==> config.mk <==
export PLATFORM = sky130hd
export DESIGN_NAME = first_fit_block_allocator
export DESIGN_NICKNAME = d
export VERILOG_FILES = /design/src/ffa_pkg.sv /design/src/ffa_front.sv /design/src/ffa_back.sv /design/src/first_fit_block_allocator.sv
export SDC_FILE = /design/constraint.sdc
export NUM_CORES = 2
export LEC_CHECK = 0
export ABC_CLOCK_PERIOD_IN_PS = 10340
export BUFFER_PORTS_ARGS = -buffer_cell sky130_fd_sc_hd__buf_2
export CELL_PAD_IN_SITES_DETAIL_PLACEMENT = 1
export CELL_PAD_IN_SITES_GLOBAL_PLACEMENT = 2
export CORE_ASPECT_RATIO = 1.1
export CORE_MARGIN = 10
export CORE_UTILIZATION = 51
export CTS_CLUSTER_DIAMETER = 40
export DETAILED_ROUTE_END_ITERATION = 12
export PLACE_DENSITY = 0.75
export SLEW_MARGIN = 20
export SYNTH_ARGS = -nofsm -noshare
export SYNTH_HDL_FRONTEND = slang
export SYNTH_SLANG_ARGS = --single-unit
==> constraint.sdc <==
create_clock -name clk_i -period 10.34 [get_ports clk_i]
set_clock_uncertainty 0.2 [all_clocks]
set_input_delay 0.517 -clock clk_i [delete_from_list [all_inputs] [get_ports clk_i]]
set_output_delay 0.517 -clock clk_i [all_outputs]
set_load 0.05 [all_outputs]
==> src/ffa_pkg.sv <==
// ----------------------------------------------------------------------------
// ffa_pkg
// shared widths, codes and request types of the first-fit block allocator
// ----------------------------------------------------------------------------
package ffa_pkg;

  localparam int unsigned SIZE_W   = 21;
  localparam int unsigned ADDR_W   = 20;
  localparam int unsigned STATUS_W = 2;
  localparam int unsigned DATA_W   = 32;
  localparam int unsigned PADDR_W  = 3;

  // default geometry
  localparam int unsigned DEF_MAX_BLOCKS   = 64;
  localparam int unsigned DEF_HEADER_BYTES = 24;

  // depth of the request queue between front and back, power of two
  localparam int unsigned CMD_DEPTH = 2;

  // whole heap span, also the reset value of the heap limit
  localparam logic [SIZE_W-1:0] HEAP_SPAN = SIZE_W'(1048576);

  // register word indexes
  localparam logic [0:0] REG_HEAP_LIMIT = 1'b0;

  typedef enum logic {
    MODE_ALLOC = 1'b0,
    MODE_FREE  = 1'b1
  } mode_e;

  typedef enum logic [STATUS_W-1:0] {
    STATUS_OK       = 2'd0,
    STATUS_IGNORED  = 2'd1,
    STATUS_NO_SPACE = 2'd2,
    STATUS_BAD_FREE = 2'd3
  } status_e;

  // classified request handed from front to back
  typedef struct packed {
    mode_e             mode;
    logic [SIZE_W-1:0] req_size;
    logic [ADDR_W-1:0] free_addr;
    logic              ignore;
  } cmd_t;

  typedef struct packed {
    status_e           status;
    logic [ADDR_W-1:0] payload_addr;
    logic              reused;
  } res_t;

endpackage

==> src/ffa_front.sv <==
// ----------------------------------------------------------------------------
// ffa_front
// takes requests, marks zero-size allocates and null frees, and queues them
// ----------------------------------------------------------------------------
module ffa_front (
  input  logic                        clk_i,
  input  logic                        rst_ni,
  input  logic                        push,
  output logic                        full,
  input  logic                        mode_i,
  input  logic [ffa_pkg::SIZE_W-1:0]  req_size_i,
  input  logic [ffa_pkg::ADDR_W-1:0]  free_addr_i,
  output logic                        cmd_vld_o,
  output ffa_pkg::cmd_t               cmd_o,
  input  logic                        cmd_pop_i
);
  import ffa_pkg::*;

  localparam int unsigned PTR_W = (CMD_DEPTH > 1) ? $clog2(CMD_DEPTH) : 1;
  localparam int unsigned CNT_W = $clog2(CMD_DEPTH + 1);

  cmd_t              queue_q [CMD_DEPTH];
  logic [PTR_W-1:0]  wr_ptr_q, wr_ptr_d;
  logic [PTR_W-1:0]  rd_ptr_q, rd_ptr_d;
  logic [CNT_W-1:0]  cnt_q, cnt_d;
  logic              push_ok;
  logic              pop_ok;
  cmd_t              cmd_new;

  // classify
  always_comb begin
    cmd_new.mode      = mode_e'(mode_i);
    cmd_new.req_size  = req_size_i;
    cmd_new.free_addr = free_addr_i;
    if (mode_e'(mode_i) == MODE_ALLOC) begin
      cmd_new.ignore = (req_size_i == '0);
    end else begin
      cmd_new.ignore = (free_addr_i == '0);
    end
  end

  assign full      = (cnt_q == CNT_W'(CMD_DEPTH));
  assign cmd_vld_o = (cnt_q != '0);
  assign cmd_o     = queue_q[rd_ptr_q];
  assign push_ok   = push && !full;
  assign pop_ok    = cmd_pop_i && cmd_vld_o;

  always_comb begin
    wr_ptr_d = wr_ptr_q;
    rd_ptr_d = rd_ptr_q;
    cnt_d    = cnt_q;
    if (push_ok) begin
      wr_ptr_d = wr_ptr_q + PTR_W'(1);
    end
    if (pop_ok) begin
      rd_ptr_d = rd_ptr_q + PTR_W'(1);
    end
    if (push_ok && !pop_ok) begin
      cnt_d = cnt_q + CNT_W'(1);
    end else if (!push_ok && pop_ok) begin
      cnt_d = cnt_q - CNT_W'(1);
    end
  end

  always_ff @(posedge clk_i or negedge rst_ni) begin
    if (!rst_ni) begin
      wr_ptr_q <= '0;
      rd_ptr_q <= '0;
      cnt_q    <= '0;
    end else begin
      wr_ptr_q <= wr_ptr_d;
      rd_ptr_q <= rd_ptr_d;
      cnt_q    <= cnt_d;
    end
  end

  always_ff @(posedge clk_i) begin
    if (push_ok) begin
      queue_q[wr_ptr_q] <= cmd_new;
    end
  end

endmodule

==> src/ffa_back.sv <==
// ----------------------------------------------------------------------------
// ffa_back
// block table engine: first-fit scan, address lookup, append, result register
// ----------------------------------------------------------------------------
module ffa_back #(
  parameter int unsigned MAX_BLOCKS   = ffa_pkg::DEF_MAX_BLOCKS,
  parameter int unsigned HEADER_BYTES = ffa_pkg::DEF_HEADER_BYTES
) (
  input  logic                        clk_i,
  input  logic                        rst_ni,
  input  logic [ffa_pkg::SIZE_W-1:0]  heap_limit_i,
  input  logic                        cmd_vld_i,
  input  ffa_pkg::cmd_t               cmd_i,
  output logic                        cmd_pop_o,
  output logic                        res_vld_o,
  output ffa_pkg::res_t               res_o,
  input  logic                        res_pop_i
);
  import ffa_pkg::*;

  localparam int unsigned IDX_W = $clog2(MAX_BLOCKS);
  localparam int unsigned CNT_W = $clog2(MAX_BLOCKS + 1);
  localparam int unsigned END_W = SIZE_W + 1;
  localparam logic [SIZE_W-1:0] HDR     = SIZE_W'(HEADER_BYTES);
  localparam logic [CNT_W-1:0]  MAX_CNT = CNT_W'(MAX_BLOCKS);

  typedef enum logic {
    ST_IDLE,
    ST_SCAN
  } state_e;

  typedef struct packed {
    logic [ADDR_W-1:0] base;
    logic [SIZE_W-1:0] size;
    logic              blk_free;
  } entry_t;

  entry_t            table_mem [MAX_BLOCKS];
  entry_t            rd_data_q;

  state_e            state_q, state_d;
  cmd_t              cmd_q, cmd_d;
  logic [CNT_W-1:0]  issue_q, issue_d;
  logic              chk_vld_q, chk_vld_d;
  logic [IDX_W-1:0]  chk_idx_q, chk_idx_d;
  logic [CNT_W-1:0]  count_q, count_d;
  logic [SIZE_W-1:0] top_q, top_d;
  logic              res_vld_q, res_vld_d;
  res_t              res_q, res_d;

  logic              rd_en;
  logic [IDX_W-1:0]  rd_addr;
  logic              wr_en;
  logic [IDX_W-1:0]  wr_addr;
  entry_t            wr_data;
  logic              pop_ok;
  logic              slot_free;
  logic [SIZE_W-1:0] limit_eff;
  logic [END_W-1:0]  end_sum;
  logic [SIZE_W-1:0] hit_payload;
  logic [SIZE_W-1:0] new_payload;
  logic              alloc_fit;
  logic              addr_match;
  logic              hit;

  assign pop_ok    = res_pop_i && res_vld_q;
  assign slot_free = !res_vld_q || pop_ok;
  assign cmd_pop_o = (state_q == ST_IDLE) && cmd_vld_i && slot_free;
  assign rd_en     = (state_q == ST_SCAN) && (issue_q < count_q);
  assign rd_addr   = issue_q[IDX_W-1:0];

  assign limit_eff   = (heap_limit_i > HEAP_SPAN) ? HEAP_SPAN : heap_limit_i;
  assign end_sum     = {1'b0, top_q} + {1'b0, HDR} + {1'b0, cmd_q.req_size};
  assign hit_payload = {1'b0, rd_data_q.base} + HDR;
  assign new_payload = top_q + HDR;
  assign alloc_fit   = rd_data_q.blk_free && (rd_data_q.size >= cmd_q.req_size);
  assign addr_match  = (hit_payload == {1'b0, cmd_q.free_addr});
  assign hit         = chk_vld_q && ((cmd_q.mode == MODE_ALLOC) ? alloc_fit : addr_match);

  always_comb begin
    state_d   = state_q;
    cmd_d     = cmd_q;
    issue_d   = issue_q;
    chk_vld_d = chk_vld_q;
    chk_idx_d = chk_idx_q;
    count_d   = count_q;
    top_d     = top_q;
    res_vld_d = res_vld_q && !pop_ok;
    res_d     = res_q;
    wr_en     = 1'b0;
    wr_addr   = chk_idx_q;
    wr_data   = rd_data_q;

    case (state_q)
      ST_IDLE: begin
        if (cmd_pop_o) begin
          cmd_d = cmd_i;
          if (cmd_i.ignore) begin
            res_vld_d = 1'b1;
            res_d     = '{status: STATUS_IGNORED, payload_addr: '0, reused: 1'b0};
          end else begin
            state_d   = ST_SCAN;
            issue_d   = '0;
            chk_vld_d = 1'b0;
          end
        end
      end
      ST_SCAN: begin
        // read one entry a cycle, check it the cycle after
        chk_vld_d = rd_en;
        chk_idx_d = rd_addr;
        if (rd_en) begin
          issue_d = issue_q + CNT_W'(1);
        end
        if (hit) begin
          state_d   = ST_IDLE;
          res_vld_d = 1'b1;
          if (cmd_q.mode == MODE_ALLOC) begin
            wr_en            = 1'b1;
            wr_data.blk_free = 1'b0;
            res_d = '{status: STATUS_OK, payload_addr: hit_payload[ADDR_W-1:0],
                      reused: 1'b1};
          end else if (rd_data_q.blk_free) begin
            res_d = '{status: STATUS_BAD_FREE, payload_addr: '0, reused: 1'b0};
          end else begin
            wr_en            = 1'b1;
            wr_data.blk_free = 1'b1;
            res_d = '{status: STATUS_OK, payload_addr: '0, reused: 1'b0};
          end
        end else if (!chk_vld_q && !rd_en) begin
          // table exhausted
          state_d   = ST_IDLE;
          res_vld_d = 1'b1;
          if (cmd_q.mode == MODE_ALLOC) begin
            if ((count_q == MAX_CNT) || (end_sum > {1'b0, limit_eff})) begin
              res_d = '{status: STATUS_NO_SPACE, payload_addr: '0, reused: 1'b0};
            end else begin
              wr_en   = 1'b1;
              wr_addr = count_q[IDX_W-1:0];
              wr_data = '{base: top_q[ADDR_W-1:0], size: cmd_q.req_size,
                          blk_free: 1'b0};
              count_d = count_q + CNT_W'(1);
              top_d   = end_sum[SIZE_W-1:0];
              res_d   = '{status: STATUS_OK, payload_addr: new_payload[ADDR_W-1:0],
                          reused: 1'b0};
            end
          end else begin
            res_d = '{status: STATUS_BAD_FREE, payload_addr: '0, reused: 1'b0};
          end
        end
      end
      default: begin
        state_d = ST_IDLE;
      end
    endcase
  end

  always_ff @(posedge clk_i or negedge rst_ni) begin
    if (!rst_ni) begin
      state_q   <= ST_IDLE;
      chk_vld_q <= 1'b0;
      count_q   <= '0;
      top_q     <= '0;
      res_vld_q <= 1'b0;
      issue_q   <= '0;
    end else begin
      state_q   <= state_d;
      chk_vld_q <= chk_vld_d;
      count_q   <= count_d;
      top_q     <= top_d;
      res_vld_q <= res_vld_d;
      issue_q   <= issue_d;
    end
  end

  always_ff @(posedge clk_i) begin
    cmd_q     <= cmd_d;
    chk_idx_q <= chk_idx_d;
    res_q     <= res_d;
  end

  // block table, one write and one registered read a cycle
  always_ff @(posedge clk_i) begin
    if (wr_en) begin
      table_mem[wr_addr] <= wr_data;
    end
    if (rd_en) begin
      rd_data_q <= table_mem[rd_addr];
    end
  end

  assign res_vld_o = res_vld_q;
  assign res_o     = res_q;

endmodule

==> src/first_fit_block_allocator.sv <==
// ----------------------------------------------------------------------------
// first_fit_block_allocator
// first-fit heap block allocator with an address-ordered block table
// ----------------------------------------------------------------------------
// Requests enter through a queue port (push/full) and results leave through
// one (pop/empty), one result per request in request order. An allocate
// request takes the first free table entry whose size is at least the
// request, without splitting, and reports it as reused; otherwise it appends
// a block of header plus request at the heap top, failing with no space when
// the heap limit would be passed or the table is full. A free request looks
// up the block by payload address; an unknown address or a double free is
// flagged. Zero-size allocates and null frees come back as ignored. Blocks
// are never coalesced. The front queues requests; the back engine answers an
// ignored request without a table walk, and otherwise walks the table one
// entry per cycle through the single read port of the table memory, ending
// the walk early when a hit is found. The front keeps accepting requests
// while the back works and while a result waits to be popped, until its
// queue of CMD_DEPTH requests is full. The heap limit register sits at
// byte address 0 of the APB port and may only be written while the block
// is idle.
module first_fit_block_allocator #(
  parameter int unsigned MAX_BLOCKS   = ffa_pkg::DEF_MAX_BLOCKS,
  parameter int unsigned HEADER_BYTES = ffa_pkg::DEF_HEADER_BYTES
) (
  input  logic                         clk_i,
  input  logic                         rst_ni,
  // apb configuration port
  input  logic                         psel,
  input  logic                         penable,
  input  logic                         pwrite,
  input  logic [ffa_pkg::PADDR_W-1:0]  paddr,
  input  logic [ffa_pkg::DATA_W-1:0]   pwdata,
  output logic [ffa_pkg::DATA_W-1:0]   prdata,
  output logic                         pready,
  // request side
  input  logic                         push,
  output logic                         full,
  input  logic                         mode_i,
  input  logic [ffa_pkg::SIZE_W-1:0]   req_size_i,
  input  logic [ffa_pkg::ADDR_W-1:0]   free_addr_i,
  // result side
  output logic                         empty,
  input  logic                         pop,
  output logic [ffa_pkg::STATUS_W-1:0] status_o,
  output logic [ffa_pkg::ADDR_W-1:0]   payload_addr_o,
  output logic                         reused_o
);
  import ffa_pkg::*;

  logic [SIZE_W-1:0] heap_limit_q, heap_limit_d;
  logic              cfg_wr;
  logic              cmd_vld;
  cmd_t              cmd;
  logic              cmd_pop;
  logic              res_vld;
  res_t              res;

  // configuration register, word address decoded, low byte bits ignored
  assign pready = 1'b1;
  assign cfg_wr = psel && penable && pwrite && pready;

  always_comb begin
    heap_limit_d = heap_limit_q;
    if (cfg_wr && (paddr[PADDR_W-1:2] == REG_HEAP_LIMIT)) begin
      heap_limit_d = pwdata[SIZE_W-1:0];
    end
  end

  always_ff @(posedge clk_i or negedge rst_ni) begin
    if (!rst_ni) begin
      heap_limit_q <= HEAP_SPAN;
    end else begin
      heap_limit_q <= heap_limit_d;
    end
  end

  always_comb begin
    prdata = '0;
    if (paddr[PADDR_W-1:2] == REG_HEAP_LIMIT) begin
      prdata = {{(DATA_W - SIZE_W){1'b0}}, heap_limit_q};
    end
  end

  // front: classify and queue requests
  ffa_front u_front (
    .clk_i       (clk_i),
    .rst_ni      (rst_ni),
    .push        (push),
    .full        (full),
    .mode_i      (mode_i),
    .req_size_i  (req_size_i),
    .free_addr_i (free_addr_i),
    .cmd_vld_o   (cmd_vld),
    .cmd_o       (cmd),
    .cmd_pop_i   (cmd_pop)
  );

  // back: table walk, update and result register
  ffa_back #(
    .MAX_BLOCKS   (MAX_BLOCKS),
    .HEADER_BYTES (HEADER_BYTES)
  ) u_back (
    .clk_i        (clk_i),
    .rst_ni       (rst_ni),
    .heap_limit_i (heap_limit_q),
    .cmd_vld_i    (cmd_vld),
    .cmd_i        (cmd),
    .cmd_pop_o    (cmd_pop),
    .res_vld_o    (res_vld),
    .res_o        (res),
    .res_pop_i    (pop)
  );

  assign empty          = !res_vld;
  assign status_o       = res.status;
  assign payload_addr_o = res.payload_addr;
  assign reused_o       = res.reused;

  // failures never carry an address or a reuse mark
  a_fail_clean : assert property (@(posedge clk_i) disable iff (!rst_ni)
    (!empty && (status_o != STATUS_OK)) |-> ((payload_addr_o == '0) && !reused_o))
    else $error("failed request carries an address or reuse mark");

  // a reused block is always a successful allocate with a real address
  a_reuse_ok : assert property (@(posedge clk_i) disable iff (!rst_ni)
    (!empty && reused_o) |-> ((status_o == STATUS_OK) && (payload_addr_o != '0)))
    else $error("reuse reported on a non-successful result");

  // a heap limit write lands in the register
  a_cfg_write : assert property (@(posedge clk_i) disable iff (!rst_ni)
    (cfg_wr && (paddr[PADDR_W-1:2] == REG_HEAP_LIMIT))
      |=> (heap_limit_q == $past(pwdata[SIZE_W-1:0])))
    else $error("heap limit write lost");

endmodule
== Word-level counts from Yosys, hierarchy flattened ==
Memories as Yosys holds them, arrays and structs flattened. A register that Yosys moved wholly into a read port is not among the register bits.
Index checks and enable logic that the tools add are counted.
Widths: inputs -> output; s select.
Operators by class
  $add $sub $neg: 10
  magnitude comparators: 4
  equal/unequal tests: 8
  multiplexer cells: 55
  bitwise gates (word level): 5
  reductions and logical operators: 33
Operators with widths (count)
  $mux 23: 8
  $mux 42: 4
  $pmux 23 s2: 1
  $mux 21: 2
  $mux 41: 1
  $mux 6: 5
  $mux 1: 25
  $add 21x5->22 const B: 1
  $add 22x21->22: 1
  $gt 22x21->1: 1
  $add 20x5->21 const B: 1
  $eq 21x20->1: 1
  $ge 21x21->1: 1
  $gt 21x21->1 const B: 1
  $logic_not 21->1: 1
  $mux 7: 3
  $add 20x5->20 const B: 1
  $logic_not 20->1: 1
  $logic_and 1x1->1: 15
  $add 7x1->7 const B: 2
  $pmux 7 s2: 1
  $eq 7x7->1 const B: 1
  $logic_not 1->1: 7
  $lt 7x7->1: 1
  other kinds (15): 29
Storage, ports and cells
  register bits after elaboration: 134
  RAM bits: 2774
  bits of input ports: 84
  output and inout port bits: 58
  word-level logic and storage cells: 134
  memories: 2
Memories
  u_back.table_mem: words 64, bits a word 42, rd ports 1, clocked after memory_dff 1, write ports 1, RTL line ffa_back.sv:38  | entry_t table_mem [MAX_BLOCKS];
  u_front.queue_q: words 2, bits a word 43, rd ports 1, clocked after memory_dff 0, write ports 1, RTL line ffa_front.sv:22  | cmd_t queue_q [CMD_DEPTH];

== Longest topological paths before layout ==
  word-level depth: 11
  mapped depth: 25

== Cells and area by module ==
Synthesis repeated with hierarchy kept, for this count alone.
Second synthesis, totals
  cells, all modules: 4983
  area total of the unflattened synthesis: 115963.7 um2
Modules (own cells, without submodules)
  ffa_back: times used 1, cells each 4733, area an instance 111455.6 um2, sequential area each 85061.6 um2
  ffa_front: times used 1, cells each 167, area an instance 3383.2 um2, sequential area each 2682.6 um2
  first_fit_block_allocator: times used 1, cells each 83, area an instance 1124.8 um2, sequential area each 526.8 um2

== Worst setup path after synthesis ==
OpenSTA, ideal clock, no wires.
  kind: register -> register
  start: reg u_back.cmd_q[22] (netlist name)
  end: mem u_back.table_mem[0][20] (netlist name), data pin
  library setup time: 0.702 ns
  data arrival time: 6.585 ns
  required time: 9.438 ns
  slack: 2.853 ns
  cell stages (with the launch flop): 21
  buffers on the path: 2
  path through: edfxtp_1 ha_1 ha_1 inv_1 fa_1 nand2b_1 a21o_1 a2111oi_2 o21ai_1 nand2b_1 xor2_1 ha_1 a21o_1 a211oi_1 o21ai_0 o21ai_0 o211a_1 nand3_1 clkbuf_1 clkbuf_1 o21ai_0
RTL lines
  start, declared: RTL line ffa_back.sv:42  | cmd_t cmd_q, cmd_d;
  start signal, assigned: RTL line ffa_back.sv:177  | cmd_q <= cmd_d;
  end, declared: RTL line ffa_back.sv:38

== Worst setup path after layout ==
  start: reg u_back.cmd_q[22] (netlist name)
  end: mem u_back.table_mem[36][5] (netlist name), enable pin
Between the ends
  cells in the longest elaborated chain, start to end: 10
  elaborated cells on any way between the ends: 19
  those cells by class: add/sub (1); order compare (2); mux (13); reduce/logical (3)
RTL lines
  $add 22x21->22 *: RTL line ffa_back.sv:73  | assign end_sum = {1'b0, top_q} + {1'b0, HDR} + {1'b0, cmd_q.req_size};
  named net u_back.end_sum[15]: RTL line ffa_back.sv:59  | logic [END_W-1:0] end_sum;
  $gt 22x21->1 *: RTL line ffa_back.sv:135  | if ((count_q == MAX_CNT) || (end_sum > {1'b0, limit_eff})) begin
  $logic_or 1x1->1 *: RTL line ffa_back.sv:135
  $mux 1: RTL line ffa_back.sv:135
  $mux 1: RTL line ffa_back.sv:134  | if (cmd_q.mode == MODE_ALLOC) begin
  $mux 1: RTL line ffa_back.sv:130  | end else if (!chk_vld_q && !rd_en) begin
  $mux 1: RTL line ffa_back.sv:115  | if (hit) begin
  $mux 1: RTL line ffa_back.sv:94  | case (state_q)
  $mux 1: RTL line ffa_back.sv:184  | if (wr_en) begin
  $mux 1 (not written as such): RTL line ffa_back.sv:185  | table_mem[wr_addr] <= wr_data;
The timed path passes the listed nets; every way through them passes the cells marked *.

==> flow_summary.json <==
{
  "die_height_microns": 521.1,
  "grtUsageMet2_pct": 42.43,
  "synth_edf_count": 2887,
  "period_needed_ns": 8.329,
  "path_class": "reg2reg",
  "synth_top_cell_area_share_pct": 74.46,
  "gr-max-usage-layer": "met2",
  "pwr-share-seq_pct": 41.2,
  "drtPass1Iterations": 6,
  "synth_seq_cells": 2950,
  "placementRows": 183,
  "grt_pass1_vias": 61290,
  "ys_types": 75,
  "min_path_cells": 3,
  "drtIter0Drc": 6916,
  "min_period_over_period_pct": 80.55,
  "required_ns": 10.73,
  "start_kind": "register",
  "synth_area_sq_um": 116400,
  "grt_pass1_wl_mm": 463.3,
  "rsz0062_at_grt": "false",
  "fin_nets": 5866,
  "slew_viol_final": 0,
  "route.vias.total": 58000,
  "p_sw_uw": 11940,
  "status": "complete, no violations",
  "fin_ws_ns": 2.011,
  "netlist_instances": 5183,
  "antenna_left": 0,
  "hp-class": "in2reg",
  "ff_latch_area_sq_um": 88290,
  "yosysMostFrequentCell": "edfxtp_1",
  "cts_buffers": 392,
  "vias_per_cell": 6.469,
  "dpl.hpwl_mm": 186.7,
  "post_cts_buffers": 0,
  "cp_num_buf_inv": 3,
  "gp_congestion": 0.8237,
  "antenna_found_initial": 13,
  "p_clk_share_pct": 34.8,
  "peakVddDrop_v": 0.0002584,
  "stdcell_area_sq_um": 136700,
  "setup_violations": 0,
  "synthArstFlopShare_pct": 2.136,
  "grt_use_total_pct": 26.20,
  "place_area_sq_um": 122600,
  "ys.warnings.count": 0,
  "die_area_sq_um": 247800,
  "met1_usage_pct": 35.90,
  "maxSlewHeadroom_pct": 21.78,
  "comb_power_share_pct": 24.0,
  "cts_max_path_buffers": 4,
  "min-delay-start": "pwrite",
  "worstSetupEndpointType": "register",
  "grt.met3_usage_pct": 5.263,
  "finalSetupTns_ns": 0,
  "ff2ff_setup_slack_ns": 2.01,
  "cap_violations": 0,
  "dp_slack_ns": 2.079,
  "yosys.area.top_type": "edfxtp_1",
  "crit_chain": "ha_1 -> ha_1 -> inv_1 -> fa_1 -> nand2b_1 -> a21o_1 -> a2111oi_2 -> o21ai_0 -> nand2b_1 -> a21oi_1 -> xnor2_1 -> ha_1 -> a21oi_1 -> nor2_1 -> a211oi_1 -> o21ai_0 -> o21ai_0 -> o211a_1 -> and3_4 -> buf_4 -> nand3_1 -> a21oi_4 -> buf_4",
  "drt-total-wl_mm": 324.0,
  "p_int_uw": 27310,
  "core_sq_um": 226700,
  "port-buffer-count": 116,
  "grt_max_degree": 119,
  "cts_max_level": 5,
  "synth_common_cells": "edfxtp_1, mux4_2, nand2_1, clkbuf_1, nand3_1",
  "cts_tree": "built",
  "multi_input_area_sq_um": 27770,
  "ios": 142,
  "syn2layout_area_growth_pct": 17.40,
  "final_hold_viol_count": 0,
  "ys_seq_area_share_pct": 75.81,
  "p_per_area_nw_per_um2": 287.2,
  "drc_errors": 0,
  "synth_area_leaders": "edfxtp_1, mux4_2, dfrtp_1",
  "rr_worst_depth": 23,
  "layout-drive-gt1-share_pct": 34.03,
  "holdPathEnd": "heap_limit_q[5]$_DFFE_PN0P_",
  "clk_pin_slew_ns": 0.05,
  "cp_slowest_stage_delay_ns": 0.88,
  "arrival_ns": 8.72,
  "synth.avg_cell_area_sq_um": 22.46,
  "p_leak_uw": 0.04278,
  "crit_path_max_fanout": 50,
  "cts_root_buffer": "clkbuf_16",
  "die_w_microns": 475.6,
  "path_delay_family": "compound AO/OA/AOI/OAI gates",
  "sw_frac_of_total_pct": 30.42,
  "dominantRegCellSynth": "edfxtp_1",
  "fmax_mhz": 120.1,
  "wl_per_cell_microns": 36.13,
  "grt_overflow_total": 0,
  "rr_endpoint": "u_back.table_mem[36][5]$_DFFE_PP_",
  "fillers": 18360,
  "initial_core_util_pct": 51.37,
  "clock-sinks": 2950,
  "reg2reg_from": "u_back.cmd_q[22]$_DFFE_PP_",
  "clock_latency_ns": 0.99,
  "cp_slowest_cell": "a21oi_4",
  "max_slew.worst_pin.slew_ns": 1.164
}
## cell usage in the layout (no fill, tap or decap), types with 11 or more instances in the layout
master and n:
edfxtp_1 2887, mux4_2 882, clkbuf_16 400, nand2_1 177
buf_4 148, nand3_1 147, buf_2 116, ha_1 95
mux2_2 66, dlygate4sd3_1 66, a21oi_4 64, dfrtp_1 55
inv_1 54, inv_6 50, clkinvlp_4 48, bufinv_16 47
nor2_1 42, xnor2_1 42, a21oi_1 39, clkinv_4 39
xor2_1 38, o21ai_0 35, buf_12 35, clkinv_1 34
clkbuf_1 34, clkinv_2 31, o21ai_4 30, nor2b_1 26
nor3_1 25, inv_8 20, o22ai_1 18, nor4_1 16
nand4_1 14, nand2b_1 12, conb_1 12, buf_16 11
## worst register-to-register path, cell delays in order, from the launching register on
cell and delay [ns]:
edfxtp_1 0.40, ha_1 0.30, ha_1 0.19, inv_1 0.08, fa_1 0.45, nand2b_1 0.18
a21o_1 0.21, a2111oi_2 0.59, o21ai_0 0.16, nand2b_1 0.11, a21oi_1 0.08, xnor2_1 0.30
ha_1 0.31, a21oi_1 0.13, nor2_1 0.06, a211oi_1 0.26, o21ai_0 0.17, o21ai_0 0.24
o211a_1 0.38, and3_4 0.76, buf_4 0.61, nand3_1 0.25, a21oi_4 0.88, buf_4 0.60
## per-layer routing
| metal | wire length (microns) | vias to the layer above |
|---|---|---|
| met4 | 11630 | 4 |
| met3 | 26620 | 566 |
| met5 | 27 | - |
| met2 | 159900 | 2915 |
| met1 | 125700 | 31470 |
| li1 | - | 23040 |
## logic make-up (layout without fill, tap and decap cells)
group | Yosys count | count (layout) | share of synthesized area [%]
simple gates | 524 | 524 | 2.190
compound gates | 242 | 242 | 1.410
xor+xnor | 81 | 81 | 0.6211
other cells | 2 | 18 | 0.006450
fa+ha+maj | 96 | 96 | 1.038
flops | 2950 | 2950 | 75.81
buf+inv | 337 | 1144 | 1.199
mux | 951 | 951 | 17.72
## power groups by stage
stage          sequential [uW]  combinational, uW  clock (uW)
2_1_floorplan            16500               5840           0
3_3_place_gp             16400               9120           0
3_5_place_dp             16400               9400           0
4_1_cts                  16200               9460       13900
5_1_grt                  16200              10100       14400
6_report                 16200               9440       13700
## registers in the layout, summed over array words and instances, names as in the netlist
signal and count:
heap_limit_q 21, u_back.chk_idx_q 6, u_back.chk_vld_q 1, u_back.cmd_q 42, u_back.count_q 7, u_back.issue_q 7
u_back.rd_data_q 42, u_back.res_o 23, u_back.res_vld_o 1, u_back.state_q 1, u_back.table_mem 2688, u_back.top_q 21
u_front.cnt_q 2, u_front.queue_q 86, u_front.rd_ptr_q 1, u_front.wr_ptr_q 1
## metrics by stage
step	total power (uW)	util [%]	cells	hold slack, ns
after detailed placement	25810	54.07	8182	0.3047
final	39260	60.30	8966	0.08447
after global routing	40750	60.30	8961	0.06072
after CTS	39490	60.23	8956	0.01257
after global placement	25500	53.95	8172	0.2896
after floorplan	22360	-	5193	0.02141
## how the worst max path moves through the flow
stage / from / depth (start not counted) / slack [ns] / to
detailed placement: u_back.cmd_q[22]$_DFFE_PP_ / 23 / 2.08 / u_back.table_mem[36][16]$_DFFE_PP_
finish: u_back.cmd_q[22]$_DFFE_PP_ / 23 / 2.01 / u_back.table_mem[36][5]$_DFFE_PP_
floorplan: u_back.cmd_q[22]$_DFFE_PP_ / 20 / 2.85 / u_back.table_mem[0][20]$_DFFE_PP_
CTS: u_back.cmd_q[22]$_DFFE_PP_ / 23 / 2.00 / u_back.table_mem[36][5]$_DFFE_PP_
global placement: u_back.cmd_q[22]$_DFFE_PP_ / 23 / 2.08 / u_back.table_mem[36][15]$_DFFE_PP_
global route: u_back.cmd_q[22]$_DFFE_PP_ / 23 / 1.67 / u_back.table_mem[36][5]$_DFFE_PP_
## layout make-up
cell class | instances | area share, %
timing repair buffer | 379 | 2.482
clock inverter | 273 | 2.304
sequential | 2950 | 64.59
tap | 2960 | 2.709
inverter | 57 | 0.1565
antenna | 6 | 0.01098
clock buffer | 435 | 7.426
multi-input combinational | 1906 | 20.32
## repair_timing
item / CTS / global route
resized for setup: 0 / 0
hold buffers: 66 / 0
endpoints found under the hold margin: 173 / 0
Note: power is estimated with default switching activity, not from simulation.
